===== src/rtl/tfds_pkg.sv =====
// tfds_pkg: shared widths and controller/datapath handshake structs for the
// transmit frame descriptor segmenter. No dependencies.
`timescale 1ns / 1ps

package tfds_pkg;

  // frame length and buffer size fields
  localparam int unsigned LEN_W = 13;
  // descriptor index as carried in a result word
  localparam int unsigned DESC_W = 2;

  // commands from controller to datapath
  typedef struct packed {
    logic load;       // capture an input word
    logic emit_busy;  // write the busy-error result
    logic emit_seg;   // write one segment result and step the ring
  } seg_cmd_t;

  // status from datapath to controller
  typedef struct packed {
    logic out_free;   // result register can take a word this cycle
    logic seg_last;   // remaining length fits in one buffer
  } seg_sts_t;

endpackage


===== src/rtl/tfds_if.sv =====
// tfds_in_if / tfds_out_if: valid/ready channels of the segmenter.
// Depends on tfds_pkg for field widths.
`timescale 1ns / 1ps

interface tfds_in_if;
  logic                           valid;
  logic                           ready;
  logic [tfds_pkg::LEN_W-1:0]     frame_length;
  logic                           head_owned;
  logic                           tx_buffer_unavailable;

  modport source (output valid, output frame_length, output head_owned,
                  output tx_buffer_unavailable, input ready);
  modport sink (input valid, input frame_length, input head_owned,
                input tx_buffer_unavailable, output ready);
endinterface

interface tfds_out_if;
  logic                           valid;
  logic                           ready;
  logic [tfds_pkg::DESC_W-1:0]    desc_index;
  logic                           first_segment;
  logic                           last_segment;
  logic [tfds_pkg::LEN_W-1:0]     buffer_size;
  logic                           busy_error;
  logic                           resume_poll;
  logic                           end_of_run;

  modport source (output valid, output desc_index, output first_segment,
                  output last_segment, output buffer_size, output busy_error,
                  output resume_poll, output end_of_run, input ready);
  modport sink (input valid, input desc_index, input first_segment,
                input last_segment, input buffer_size, input busy_error,
                input resume_poll, input end_of_run, output ready);
endinterface


===== src/rtl/tfds_ctrl.sv =====
// tfds_ctrl: controller state machine of the segmenter; accepts input words
// and sequences one segment per cycle while the result register can take a word. Depends on tfds_pkg.
`timescale 1ns / 1ps

module tfds_ctrl (
  input  logic                clk_i,
  input  logic                rst_ni,
  input  logic                in_valid_i,
  input  logic                head_owned_i,
  output logic                in_ready_o,
  input  tfds_pkg::seg_sts_t  sts_i,
  output tfds_pkg::seg_cmd_t  cmd_o
);
  import tfds_pkg::*;

  typedef enum logic {
    S_IDLE,
    S_RUN
  } state_e;

  state_e state_q, state_d;

  // next state and commands
  always_comb begin
    state_d    = state_q;
    in_ready_o = 1'b0;
    cmd_o      = '0;
    unique case (state_q)
      S_IDLE: begin
        in_ready_o = sts_i.out_free;
        if (in_valid_i && sts_i.out_free) begin
          cmd_o.load = 1'b1;
          if (head_owned_i) begin
            cmd_o.emit_busy = 1'b1;
          end else begin
            state_d = S_RUN;
          end
        end
      end
      S_RUN: begin
        if (sts_i.out_free) begin
          cmd_o.emit_seg = 1'b1;
          if (sts_i.seg_last) begin
            state_d = S_IDLE;
          end
        end
      end
      default: state_d = S_IDLE;
    endcase
  end

  // state register
  always_ff @(posedge clk_i or negedge rst_ni) begin
    if (!rst_ni) begin
      state_q <= S_IDLE;
    end else begin
      state_q <= state_d;
    end
  end

endmodule


===== src/rtl/tfds_datapath.sv =====
// tfds_datapath: remaining-length register, ring index and result register
// of the segmenter. Depends on tfds_pkg and tfds_if.
`timescale 1ns / 1ps

module tfds_datapath #(
  parameter int unsigned BUF_SIZE   = 1536,
  parameter int unsigned RING_DEPTH = 4
) (
  input  logic                          clk_i,
  input  logic                          rst_ni,
  input  logic [tfds_pkg::LEN_W-1:0]    frame_length_i,
  input  logic                          tx_buffer_unavailable_i,
  input  tfds_pkg::seg_cmd_t            cmd_i,
  output tfds_pkg::seg_sts_t            sts_o,
  tfds_out_if.source                    out_o
);
  import tfds_pkg::*;

  localparam int unsigned IDX_W = $clog2(RING_DEPTH);
  localparam logic [LEN_W-1:0] BufLen  = LEN_W'(BUF_SIZE);
  localparam logic [IDX_W-1:0] LastIdx = IDX_W'(RING_DEPTH - 1);

  logic [LEN_W-1:0]  rem_q, rem_d;
  logic              unavail_q;
  logic              first_q;
  logic [IDX_W-1:0]  idx_q, idx_d;
  logic [IDX_W+1:0]  idx_ext;
  logic              seg_last;

  logic              valid_q;
  logic [DESC_W-1:0] desc_index_q;
  logic              first_segment_q;
  logic              last_segment_q;
  logic [LEN_W-1:0]  buffer_size_q;
  logic              busy_error_q;
  logic              resume_poll_q;
  logic              end_of_run_q;

  // segment decision and ring step
  assign seg_last      = (rem_q <= BufLen);
  assign rem_d         = rem_q - BufLen;
  assign idx_d         = (idx_q == LastIdx) ? '0 : idx_q + 1'b1;
  assign idx_ext       = {2'b00, idx_q};
  assign sts_o.seg_last = seg_last;
  assign sts_o.out_free = !valid_q || out_o.ready;

  // frame registers
  always_ff @(posedge clk_i) begin
    if (cmd_i.load) begin
      rem_q     <= frame_length_i;
      unavail_q <= tx_buffer_unavailable_i;
      first_q   <= 1'b1;
    end else if (cmd_i.emit_seg) begin
      rem_q   <= rem_d;
      first_q <= 1'b0;
    end
  end

  // ring index
  always_ff @(posedge clk_i or negedge rst_ni) begin
    if (!rst_ni) begin
      idx_q <= '0;
    end else if (cmd_i.emit_seg) begin
      idx_q <= idx_d;
    end
  end

  // result word valid
  always_ff @(posedge clk_i or negedge rst_ni) begin
    if (!rst_ni) begin
      valid_q <= 1'b0;
    end else if (cmd_i.emit_busy || cmd_i.emit_seg) begin
      valid_q <= 1'b1;
    end else if (out_o.ready) begin
      valid_q <= 1'b0;
    end
  end

  // result word payload
  always_ff @(posedge clk_i) begin
    if (cmd_i.emit_busy) begin
      desc_index_q    <= '0;
      first_segment_q <= 1'b0;
      last_segment_q  <= 1'b0;
      buffer_size_q   <= '0;
      busy_error_q    <= 1'b1;
      resume_poll_q   <= 1'b0;
      end_of_run_q    <= 1'b1;
    end else if (cmd_i.emit_seg) begin
      desc_index_q    <= idx_ext[DESC_W-1:0];
      first_segment_q <= first_q;
      last_segment_q  <= seg_last;
      buffer_size_q   <= seg_last ? rem_q : BufLen;
      busy_error_q    <= 1'b0;
      resume_poll_q   <= seg_last && unavail_q;
      end_of_run_q    <= seg_last;
    end
  end

  assign out_o.valid         = valid_q;
  assign out_o.desc_index    = desc_index_q;
  assign out_o.first_segment = first_segment_q;
  assign out_o.last_segment  = last_segment_q;
  assign out_o.buffer_size   = buffer_size_q;
  assign out_o.busy_error    = busy_error_q;
  assign out_o.resume_poll   = resume_poll_q;
  assign out_o.end_of_run    = end_of_run_q;

endmodule


===== src/rtl/tx_frame_descriptor_segmenter_top.sv =====
// tx_frame_descriptor_segmenter_top: top level of the transmit descriptor
// segmenter. Depends on tfds_pkg, tfds_if, tfds_ctrl and tfds_datapath.
`timescale 1ns / 1ps

// Places one transmit frame per input word onto a ring of RING_DEPTH
// descriptors, one result word per segment of up to BUF_SIZE bytes, the
// last carrying the remainder; a frame whose head descriptor is still owned
// gets a single busy-error word and leaves the ring index alone. The
// controller first loads the word, then the datapath's single length
// subtractor produces one segment per cycle into the result register,
// while a busy word is written into the result register at acceptance.
// Each segment waits while the result register holds an unaccepted word.
// The next frame is accepted once the last word of the previous one leaves
// the result register, at the earliest in the cycle after that word is
// written. The ring index resets to zero.
module tx_frame_descriptor_segmenter_top #(
  parameter int unsigned BUF_SIZE   = 1536,
  parameter int unsigned RING_DEPTH = 4
) (
  input  logic        clk_i,
  input  logic        rst_ni,
  tfds_in_if.sink     in_i,
  tfds_out_if.source  out_o
);
  import tfds_pkg::*;

  seg_cmd_t cmd;
  seg_sts_t sts;

  // controller
  tfds_ctrl u_ctrl (
    .clk_i        (clk_i),
    .rst_ni       (rst_ni),
    .in_valid_i   (in_i.valid),
    .head_owned_i (in_i.head_owned),
    .in_ready_o   (in_i.ready),
    .sts_i        (sts),
    .cmd_o        (cmd)
  );

  // datapath
  tfds_datapath #(
    .BUF_SIZE   (BUF_SIZE),
    .RING_DEPTH (RING_DEPTH)
  ) u_datapath (
    .clk_i                   (clk_i),
    .rst_ni                  (rst_ni),
    .frame_length_i          (in_i.frame_length),
    .tx_buffer_unavailable_i (in_i.tx_buffer_unavailable),
    .cmd_i                   (cmd),
    .sts_o                   (sts),
    .out_o                   (out_o)
  );

endmodule


===== src/flat_wrapper.sv =====
// flat-port wrapper written by rule: the top's interface ports become plain ports
module tx_frame_descriptor_segmenter_top_flat import tfds_pkg::*;
#(
  parameter int unsigned BUF_SIZE   = 1536,
  parameter int unsigned RING_DEPTH = 4
)
  (clk_i, rst_ni, in_i_valid, in_i_frame_length, in_i_head_owned, in_i_tx_buffer_unavailable, in_i_ready, out_o_valid, out_o_desc_index, out_o_first_segment, out_o_last_segment, out_o_buffer_size, out_o_busy_error, out_o_resume_poll, out_o_end_of_run, out_o_ready);
  tfds_in_if in_i_i ();
  tfds_out_if out_o_i ();
  input  logic clk_i;
  input  logic rst_ni;
  input wire logic [$bits(in_i_i.valid)-1:0] in_i_valid;
  input wire logic [$bits(in_i_i.frame_length)-1:0] in_i_frame_length;
  input wire logic [$bits(in_i_i.head_owned)-1:0] in_i_head_owned;
  input wire logic [$bits(in_i_i.tx_buffer_unavailable)-1:0] in_i_tx_buffer_unavailable;
  output wire logic [$bits(in_i_i.ready)-1:0] in_i_ready;
  output wire logic [$bits(out_o_i.valid)-1:0] out_o_valid;
  output wire logic [$bits(out_o_i.desc_index)-1:0] out_o_desc_index;
  output wire logic [$bits(out_o_i.first_segment)-1:0] out_o_first_segment;
  output wire logic [$bits(out_o_i.last_segment)-1:0] out_o_last_segment;
  output wire logic [$bits(out_o_i.buffer_size)-1:0] out_o_buffer_size;
  output wire logic [$bits(out_o_i.busy_error)-1:0] out_o_busy_error;
  output wire logic [$bits(out_o_i.resume_poll)-1:0] out_o_resume_poll;
  output wire logic [$bits(out_o_i.end_of_run)-1:0] out_o_end_of_run;
  input wire logic [$bits(out_o_i.ready)-1:0] out_o_ready;
  assign in_i_i.valid = in_i_valid;
  assign in_i_i.frame_length = in_i_frame_length;
  assign in_i_i.head_owned = in_i_head_owned;
  assign in_i_i.tx_buffer_unavailable = in_i_tx_buffer_unavailable;
  assign in_i_ready = in_i_i.ready;
  assign out_o_valid = out_o_i.valid;
  assign out_o_desc_index = out_o_i.desc_index;
  assign out_o_first_segment = out_o_i.first_segment;
  assign out_o_last_segment = out_o_i.last_segment;
  assign out_o_buffer_size = out_o_i.buffer_size;
  assign out_o_busy_error = out_o_i.busy_error;
  assign out_o_resume_poll = out_o_i.resume_poll;
  assign out_o_end_of_run = out_o_i.end_of_run;
  assign out_o_i.ready = out_o_ready;
  tx_frame_descriptor_segmenter_top #(.BUF_SIZE(BUF_SIZE), .RING_DEPTH(RING_DEPTH)) u_core (.clk_i(clk_i), .rst_ni(rst_ni), .in_i(in_i_i), .out_o(out_o_i));
endmodule

===== config.mk =====
export PLATFORM = sky130hd
export DESIGN_NAME = tx_frame_descriptor_segmenter_top_flat
export DESIGN_NICKNAME = d
export VERILOG_FILES = /design/src/rtl/tfds_pkg.sv /design/src/rtl/tfds_if.sv /design/src/rtl/tfds_ctrl.sv /design/src/rtl/tfds_datapath.sv /design/src/rtl/tx_frame_descriptor_segmenter_top.sv /design/src/flat_wrapper.sv
export SDC_FILE = /design/constraint.sdc
export NUM_CORES = 1
export LEC_CHECK = 0
export ABC_AREA = 1
export BUFFER_PORTS_ARGS = -buffer_cell sky130_fd_sc_hd__buf_2
export CAP_MARGIN = 40
export CORE_MARGIN = 4
export CORE_UTILIZATION = 29
export DETAILED_ROUTE_END_ITERATION = 10
export PLACE_DENSITY_LB_ADDON = 0.25
export SLEW_MARGIN = 20
export SYNTH_ARGS = -nofsm -noshare
export SYNTH_HDL_FRONTEND = slang
export SYNTH_SLANG_ARGS = --single-unit

===== constraint.sdc =====
create_clock -name clk_i -period 1.4 [get_ports clk_i]
set_clock_uncertainty 0.05 [all_clocks]
set_input_delay 0.28 -clock clk_i [delete_from_list [all_inputs] [get_ports clk_i]]
set_output_delay 0.28 -clock clk_i [all_outputs]
set_load 0.01 [all_outputs]

==> flow_summary.yaml, run 1 <==
sta:
  period_needed_ns: 1.41
  setup_ws_ns: -0.00951
  clock.fmax_ghz: 0.709
  finalSetupTns_ns: -0.00951
  worst_pin_slew_ns: 0.262
  rsz0062_at_grt: "yes"
  fin_crit_sh_pct: 101
  finalMaxSlewViolations: 0
  hold_violations: 0
  maxSlewHeadroom_pct: 82.5
  setup_viol: 1
die:
  die_width_um: 83.2
  rows: 27
  chipHeight_um: 83.2
  start_util_pct: 29.8
  die_area_um2: 6920
  pin_count: 41
  core-area_um2: 5510
layout:
  n_antenna_cell: 0
  area_growth_pct: 35.2
  final_nets: 262
  drive_gt1_share_pct: 40.5
  final_util_pct: 40.3
  final_area_um2: 2220
power:
  pwr_density_cell_nw_per_um2: 2120
  power_uw: 4710
  p_leak_uw: 0.00106
  vdd_drop_max_v: 0.000590
yosys:
  syn_inst: 179
  avgSynthCellArea_um2: 9.16
  synth_edf_count: 14
  synthArstFlopShare_pct: 10.3
  ys_top_cells_by_area: "dfxtp_1, edfxtp_1, nand2_1"
  syn_area_um2: 1640
  yosysTopAreaCellShare_pct: 25.6
  synth_area_leader_cell: "dfxtp_1"
  synth_seq_cells: 39
  ys_top_cells_by_count: "nand2_1, inv_1, nor2_1"
  syn-num-nets: 200
  synth.most_common_cell: "nand2_1"
  yosysSeqAreaShare_pct: 57.4
  ys_warn_count: 0
  synth_ff_type: "dfxtp_1"
  synth.distinct_cells: 25
outcome:
  violations: "negative setup slack"
  status: "complete, but fails checks"
global_routing:
  overflow: 0
  grt_use_met2_pct: 16.8
  antenna_found_initial: 0
  grt_use_met1_pct: 12.1
  grt_pass1_wl_mm: 5.74
  use_met3_pct: 3.97
  grt_pass1_vias: 1262
  grt_max_degree: 14
  grt.busiest_layer: "met2"
  track_usage_pct: 10.4
cts:
  cts-root-buf: "clkbuf_8"
  clock_sinks: 39
  clk_pin_slew_ns: 0.07
  clk-insertion-delay-late_ns: 0.29
  cts_max_path_buffers: 2
  cts_buffers: 5
  cts_tree: "done"
  cts_htree_levels: 2
routing:
  routed_via_density: 4.17
  wire_per_inst_um: 10.9
  drc_errors: 0
  vias: 1309
  drt_wl_total_mm: 3.41
  postRouteAntennaNets: 0
  firstDrtPassIters: 4
  dr.first_iter.drc_count: 61
critical_path:
  critPathRequiredTime_ns: 1.39
  crit_fanout: 6
  end_kind: "flop"
  criticalPathCategory: "flop to flop"
  crit_arrival_ns: 1.40
  startpoint_type: "flop"
flow_run:
  drv_cap: 0
place:
  place_area_um2: 1970
  hpwl_mm: 2.45
  port_buffers: 40
  place.gp.congestion: 0.748
min_path:
  worst_hold_path_type: "input port to flop"
==> final timing paths <==
kind,startpoint,endpoint,slack (ns),cells past startpoint
max,u_core.u_datapath.out_o.valid,u_core.u_datapath.rem_q[9],-0.01,6
min,in_i_tx_buffer_unavailable,u_core.u_datapath.unavail_q,0.11,1
max reg2reg,u_core.u_datapath.out_o.valid,u_core.u_datapath.rem_q[9],-0.01,6
min reg2reg,u_core.u_datapath.out_o.buffer_size[11],u_core.u_datapath.out_o.buffer_size[11],0.40,2
max in group asynchronous,rst_ni,u_core.u_ctrl.state_q,0.90,2
min in group asynchronous,rst_ni,u_core.u_datapath.idx_q[0],0.28,2
==> flip-flops by register name, indices dropped and copies added (netlist names) <==
| signal | flops |
|---|---|
| u_core.u_datapath.out_o.first_segment | 1 |
| u_core.u_datapath.rem_q | 13 |
| u_core.u_ctrl.state_q | 1 |
| u_core.u_datapath.idx_q | 2 |
| u_core.u_datapath.out_o.buffer_size | 13 |
| u_core.u_datapath.first_q | 1 |
| u_core.u_datapath.out_o.resume_poll | 1 |
| u_core.u_datapath.out_o.last_segment | 1 |
| u_core.u_datapath.out_o.valid | 1 |
| u_core.u_datapath.out_o.desc_index | 2 |
| u_core.u_datapath.unavail_q | 1 |
| u_core.u_datapath.out_o.busy_error | 1 |
| u_core.u_datapath.out_o.end_of_run | 1 |
==> cells by family after synthesis <==
kind of cell / count (synthesis) / share of synthesized area, %
buffers and inverters: 32 / 9.08
xor gates and xnor gates: 1 / 0.534
and+or+nand+nor: 82 / 21.6
AOI/OAI and AO/OA: 23 / 9.92
adders and majority gates: 2 / 1.53
DFF: 39 / 57.4
==> power breakdown <==
group	internal (uW)	switching (uW)	total (uW)	leakage, uW
clock	350	375	724	0.0000422
sequential	1660	236	1900	0.000354
combinational	991	1100	2090	0.000661
==> placed cells by master (no fill, tap or decap), types with 2 or more instances in the layout <==
cell      instances
nand3_2           3
dfrtp_1           4
buf_4            16
nand2_1          36
clkbuf_8          5
buf_12            2
a21oi_2          10
buf_6             2
nor2_1           19
o21ai_0           7
nor2_2            3
buf_2            40
nand3_1          12
inv_1            20
nand2_2           5
clkbuf_1          2
edfxtp_1         14
nand2_4           2
inv_2             3
dfxtp_1          21
==> layer usage <==
metal,up-vias,wire [um]
met2,22,1640
li1,693,-
met3,7,155
met4,0,67
met1,587,1540
met5,-,0
==> critical path, cell delays in order, from the launching register on <==
cell and delay, ns:
dfrtp_1 0.41, nand2_4 0.08, nand2_2 0.06, nor2_4 0.24, buf_4 0.17, buf_4 0.10
o21ai_0 0.06
==> repair_timing <==
action,4_1_cts,5_1_grt
hold endpoints to repair,4,0
setup buffers,6,5
gates resized for setup,4,14
gates cloned,0,1
hold buffers,1,0
pin swaps,3,4
setup endpoints to repair,15,21
==> through the flow <==
stage,hold WS [ns],instances,setup slack (ns)
2_1_floorplan,-0.0656,179,-0.0568
3_3_place_gp,0.0419,293,-0.0765
3_5_place_dp,0.0440,293,-0.0621
5_1_grt,0.105,314,-0.0892
6_report,0.114,314,-0.00951
4_1_cts,0.109,308,0.00381
==> final cells by class <==
| cell class | count | area (um^2) |
|---|---|---|
| fill | 581 | 3290 |
| sequential | 39 | 941 |
| clock inverter | 1 | 5.00 |
| tap | 72 | 90.1 |
| multi-input combinational | 108 | 586 |
| timing repair buffer | 62 | 418 |
| clock buffer | 7 | 76.3 |
| inverter | 25 | 101 |
(Power assumes the default switching activity.)
==> inputs of run 2 (changes only) <==
--- a/config.mk
+++ b/config.mk
@@ -12,6 +12,7 @@
 export CORE_UTILIZATION = 29
 export DETAILED_ROUTE_END_ITERATION = 10
 export PLACE_DENSITY_LB_ADDON = 0.25
+export SKIP_CTS_REPAIR_TIMING = 1
 export SLEW_MARGIN = 20
 export SYNTH_ARGS = -nofsm -noshare
 export SYNTH_HDL_FRONTEND = slang
==> run 2 against run 1 <==
Non-clock buffer count is 6 lower. Combinational power is 9.6% lower. Critical path type unchanged. Die area stayed put. Clock power hardly changed. Sequential power hardly changed. Critical endpoint is now u_core.u_datapath.out_o.buffer_size[2]. The flow still finishes with violations (negative setup slack).
==> flow_summary.yaml, run 2 (synthesis results as in run 1) <==
layout:
  n_antenna_cell: 0
  drive_gt1_share_pct: 37.3
  nFillCells: 586
  final_area_um2: 2150
  final_cell_mix: "buf_2, nand2_1, inv_1, dfxtp_1, nor2_1"
  final_common_cell: "buf_2"
  final_nets: 256
  finalNonFillerCells: 308
  area_growth_pct: 31.2
power:
  pwr_density_cell_nw_per_um2: 2100
  p_leak_uw: 0.00103
  vdd_drop_max_v: 0.000519
global_routing:
  grt_max_degree: 14
  antenna_found_initial: 0
  grt_pass1_wl_mm: 5.59
  grt_pass1_vias: 1205
  overflow: 0
  track_usage_pct: 10.1
critical_path:
  path_delay_family: "simple AND/OR/NAND/NOR gates"
  startpoint_type: "flop"
  worst-r2r-setup-slack_ns: -0.006
  cp_slowest_cell: "edfxtp_1"
  crit_chain: "or2_0 > nor2_1 > nand2_1 > nand2_4 > clkbuf_16 > nand3_2 > a21oi_2"
  max_stage_delay_ns: 0.42
  end_kind: "flop"
  cp.buffers_inverters: 1
  critPathRequiredTime_ns: 1.58
  criticalPathCategory: "flop to flop"
  crit_arrival_ns: 1.58
  crit_fanout: 5
die:
  pin_count: 41
  core-area_um2: 5510
  die_width_um: 83.2
  rows: 27
  die_area_um2: 6920
  chipHeight_um: 83.2
  start_util_pct: 29.8
outcome:
  status: "complete, but fails checks"
  violations: "negative setup slack"
place:
  place_area_um2: 1970
  hpwl_mm: 2.45
  port_buffers: 40
  place.gp.congestion: 0.748
  pre_cts_ws_ns: -0.0621
  place_inst: 293
sta:
  finalSetupTns_ns: -0.00640
  setup_viol: 1
  hold_ws_ns: 0.115
  finalMaxSlewViolations: 0
  hold_violations: 0
  setup_ws_ns: -0.00640
  clock.fmax_ghz: 0.711
  rsz0062_at_grt: "yes"
  period_needed_ns: 1.41
  worst_pin_slew_ns: 0.226
  fin_crit_sh_pct: 100
  maxSlewHeadroom_pct: 84.9
cts:
  clock_sinks: 39
  clk-insertion-delay-late_ns: 0.28
  cts_buffers: 5
  cts_tree: "done"
  cts_htree_levels: 2
  cts_max_path_buffers: 2
  clk_pin_slew_ns: 0.07
  cts-root-buf: "clkbuf_8"
routing:
  wire_per_inst_um: 10.8
  routed_via_density: 4.10
  drt_wl_total_mm: 3.34
  drc_errors: 0
  postRouteAntennaNets: 0
  firstDrtPassIters: 4
  vias: 1263
  dr.first_iter.drc_count: 66
min_path:
  worst_hold_path_type: "input port to flop"
flow_run:
  drv_cap: 0
run 2: cell count changes in the layout (fill, tap and decap cells not counted), sizes merged:
| cell | change |
|---|---|
| buf | -6 |
run 2: metal layers:
| layer | global-route usage, % | vias to the layer above | share of wire (%) |
|---|---|---|---|
| met5 | 0 | - | 0 |
| met4 | 4.46 | 0 | 1.9 |
| met3 | 3.97 | 5 | 4.9 |
| met2 | 16.0 | 24 | 47 |
| met1 | 11.9 | 556 | 46 |
| li1 | - | 678 | - |
run 2: layout make-up:
class / count / area [um^2] / area share, %
timing repair buffer: 56 / 365 / 17.0
inverter: 25 / 96.3 / 4.48
clock inverter: 1 / 5.00 / 0.233
multi-input combinational: 108 / 578 / 26.9
sequential: 39 / 941 / 43.7
tap: 72 / 90.1 / 4.19
clock buffer: 7 / 76.3 / 3.55
run 2: final timing paths:
path | from | endpoint | cells after the start
max in group asynchronous | rst_ni | u_core.u_ctrl.state_q | 2
worst max register to register | u_core.u_datapath.rem_q[12] | u_core.u_datapath.out_o.buffer_size[2] | 7
worst min-delay path | in_i_tx_buffer_unavailable | u_core.u_datapath.unavail_q | 1
worst max-delay path | u_core.u_datapath.rem_q[12] | u_core.u_datapath.out_o.buffer_size[2] | 7
min in group asynchronous | rst_ni | u_core.u_datapath.idx_q[0] | 2
worst min register to register | u_core.u_datapath.out_o.buffer_size[11] | u_core.u_datapath.out_o.buffer_size[11] | 2
run 2: worst register-to-register path, delay by kind of cell, from the launching register on:
| family | cells | cell delay [ns] |
|---|---|---|
| compound gates | 1 | 0.13 |
| buf+inv | 1 | 0.15 |
| flops | 1 | 0.42 |
| simple gates | 5 | 0.60 |
run 2: power by group:
part           internal [uW]  switching [uW]
clock network            350             373
logic                    869            1020
registers               1660             249
run 2: stage by stage:
step	total power [uW]	util, %
2_1_floorplan	3020	-
3_3_place_gp	3620	35.7
3_5_place_dp	3650	35.7
4_1_cts	4380	37.2
5_1_grt	4910	39.1
6_report	4520	39.1
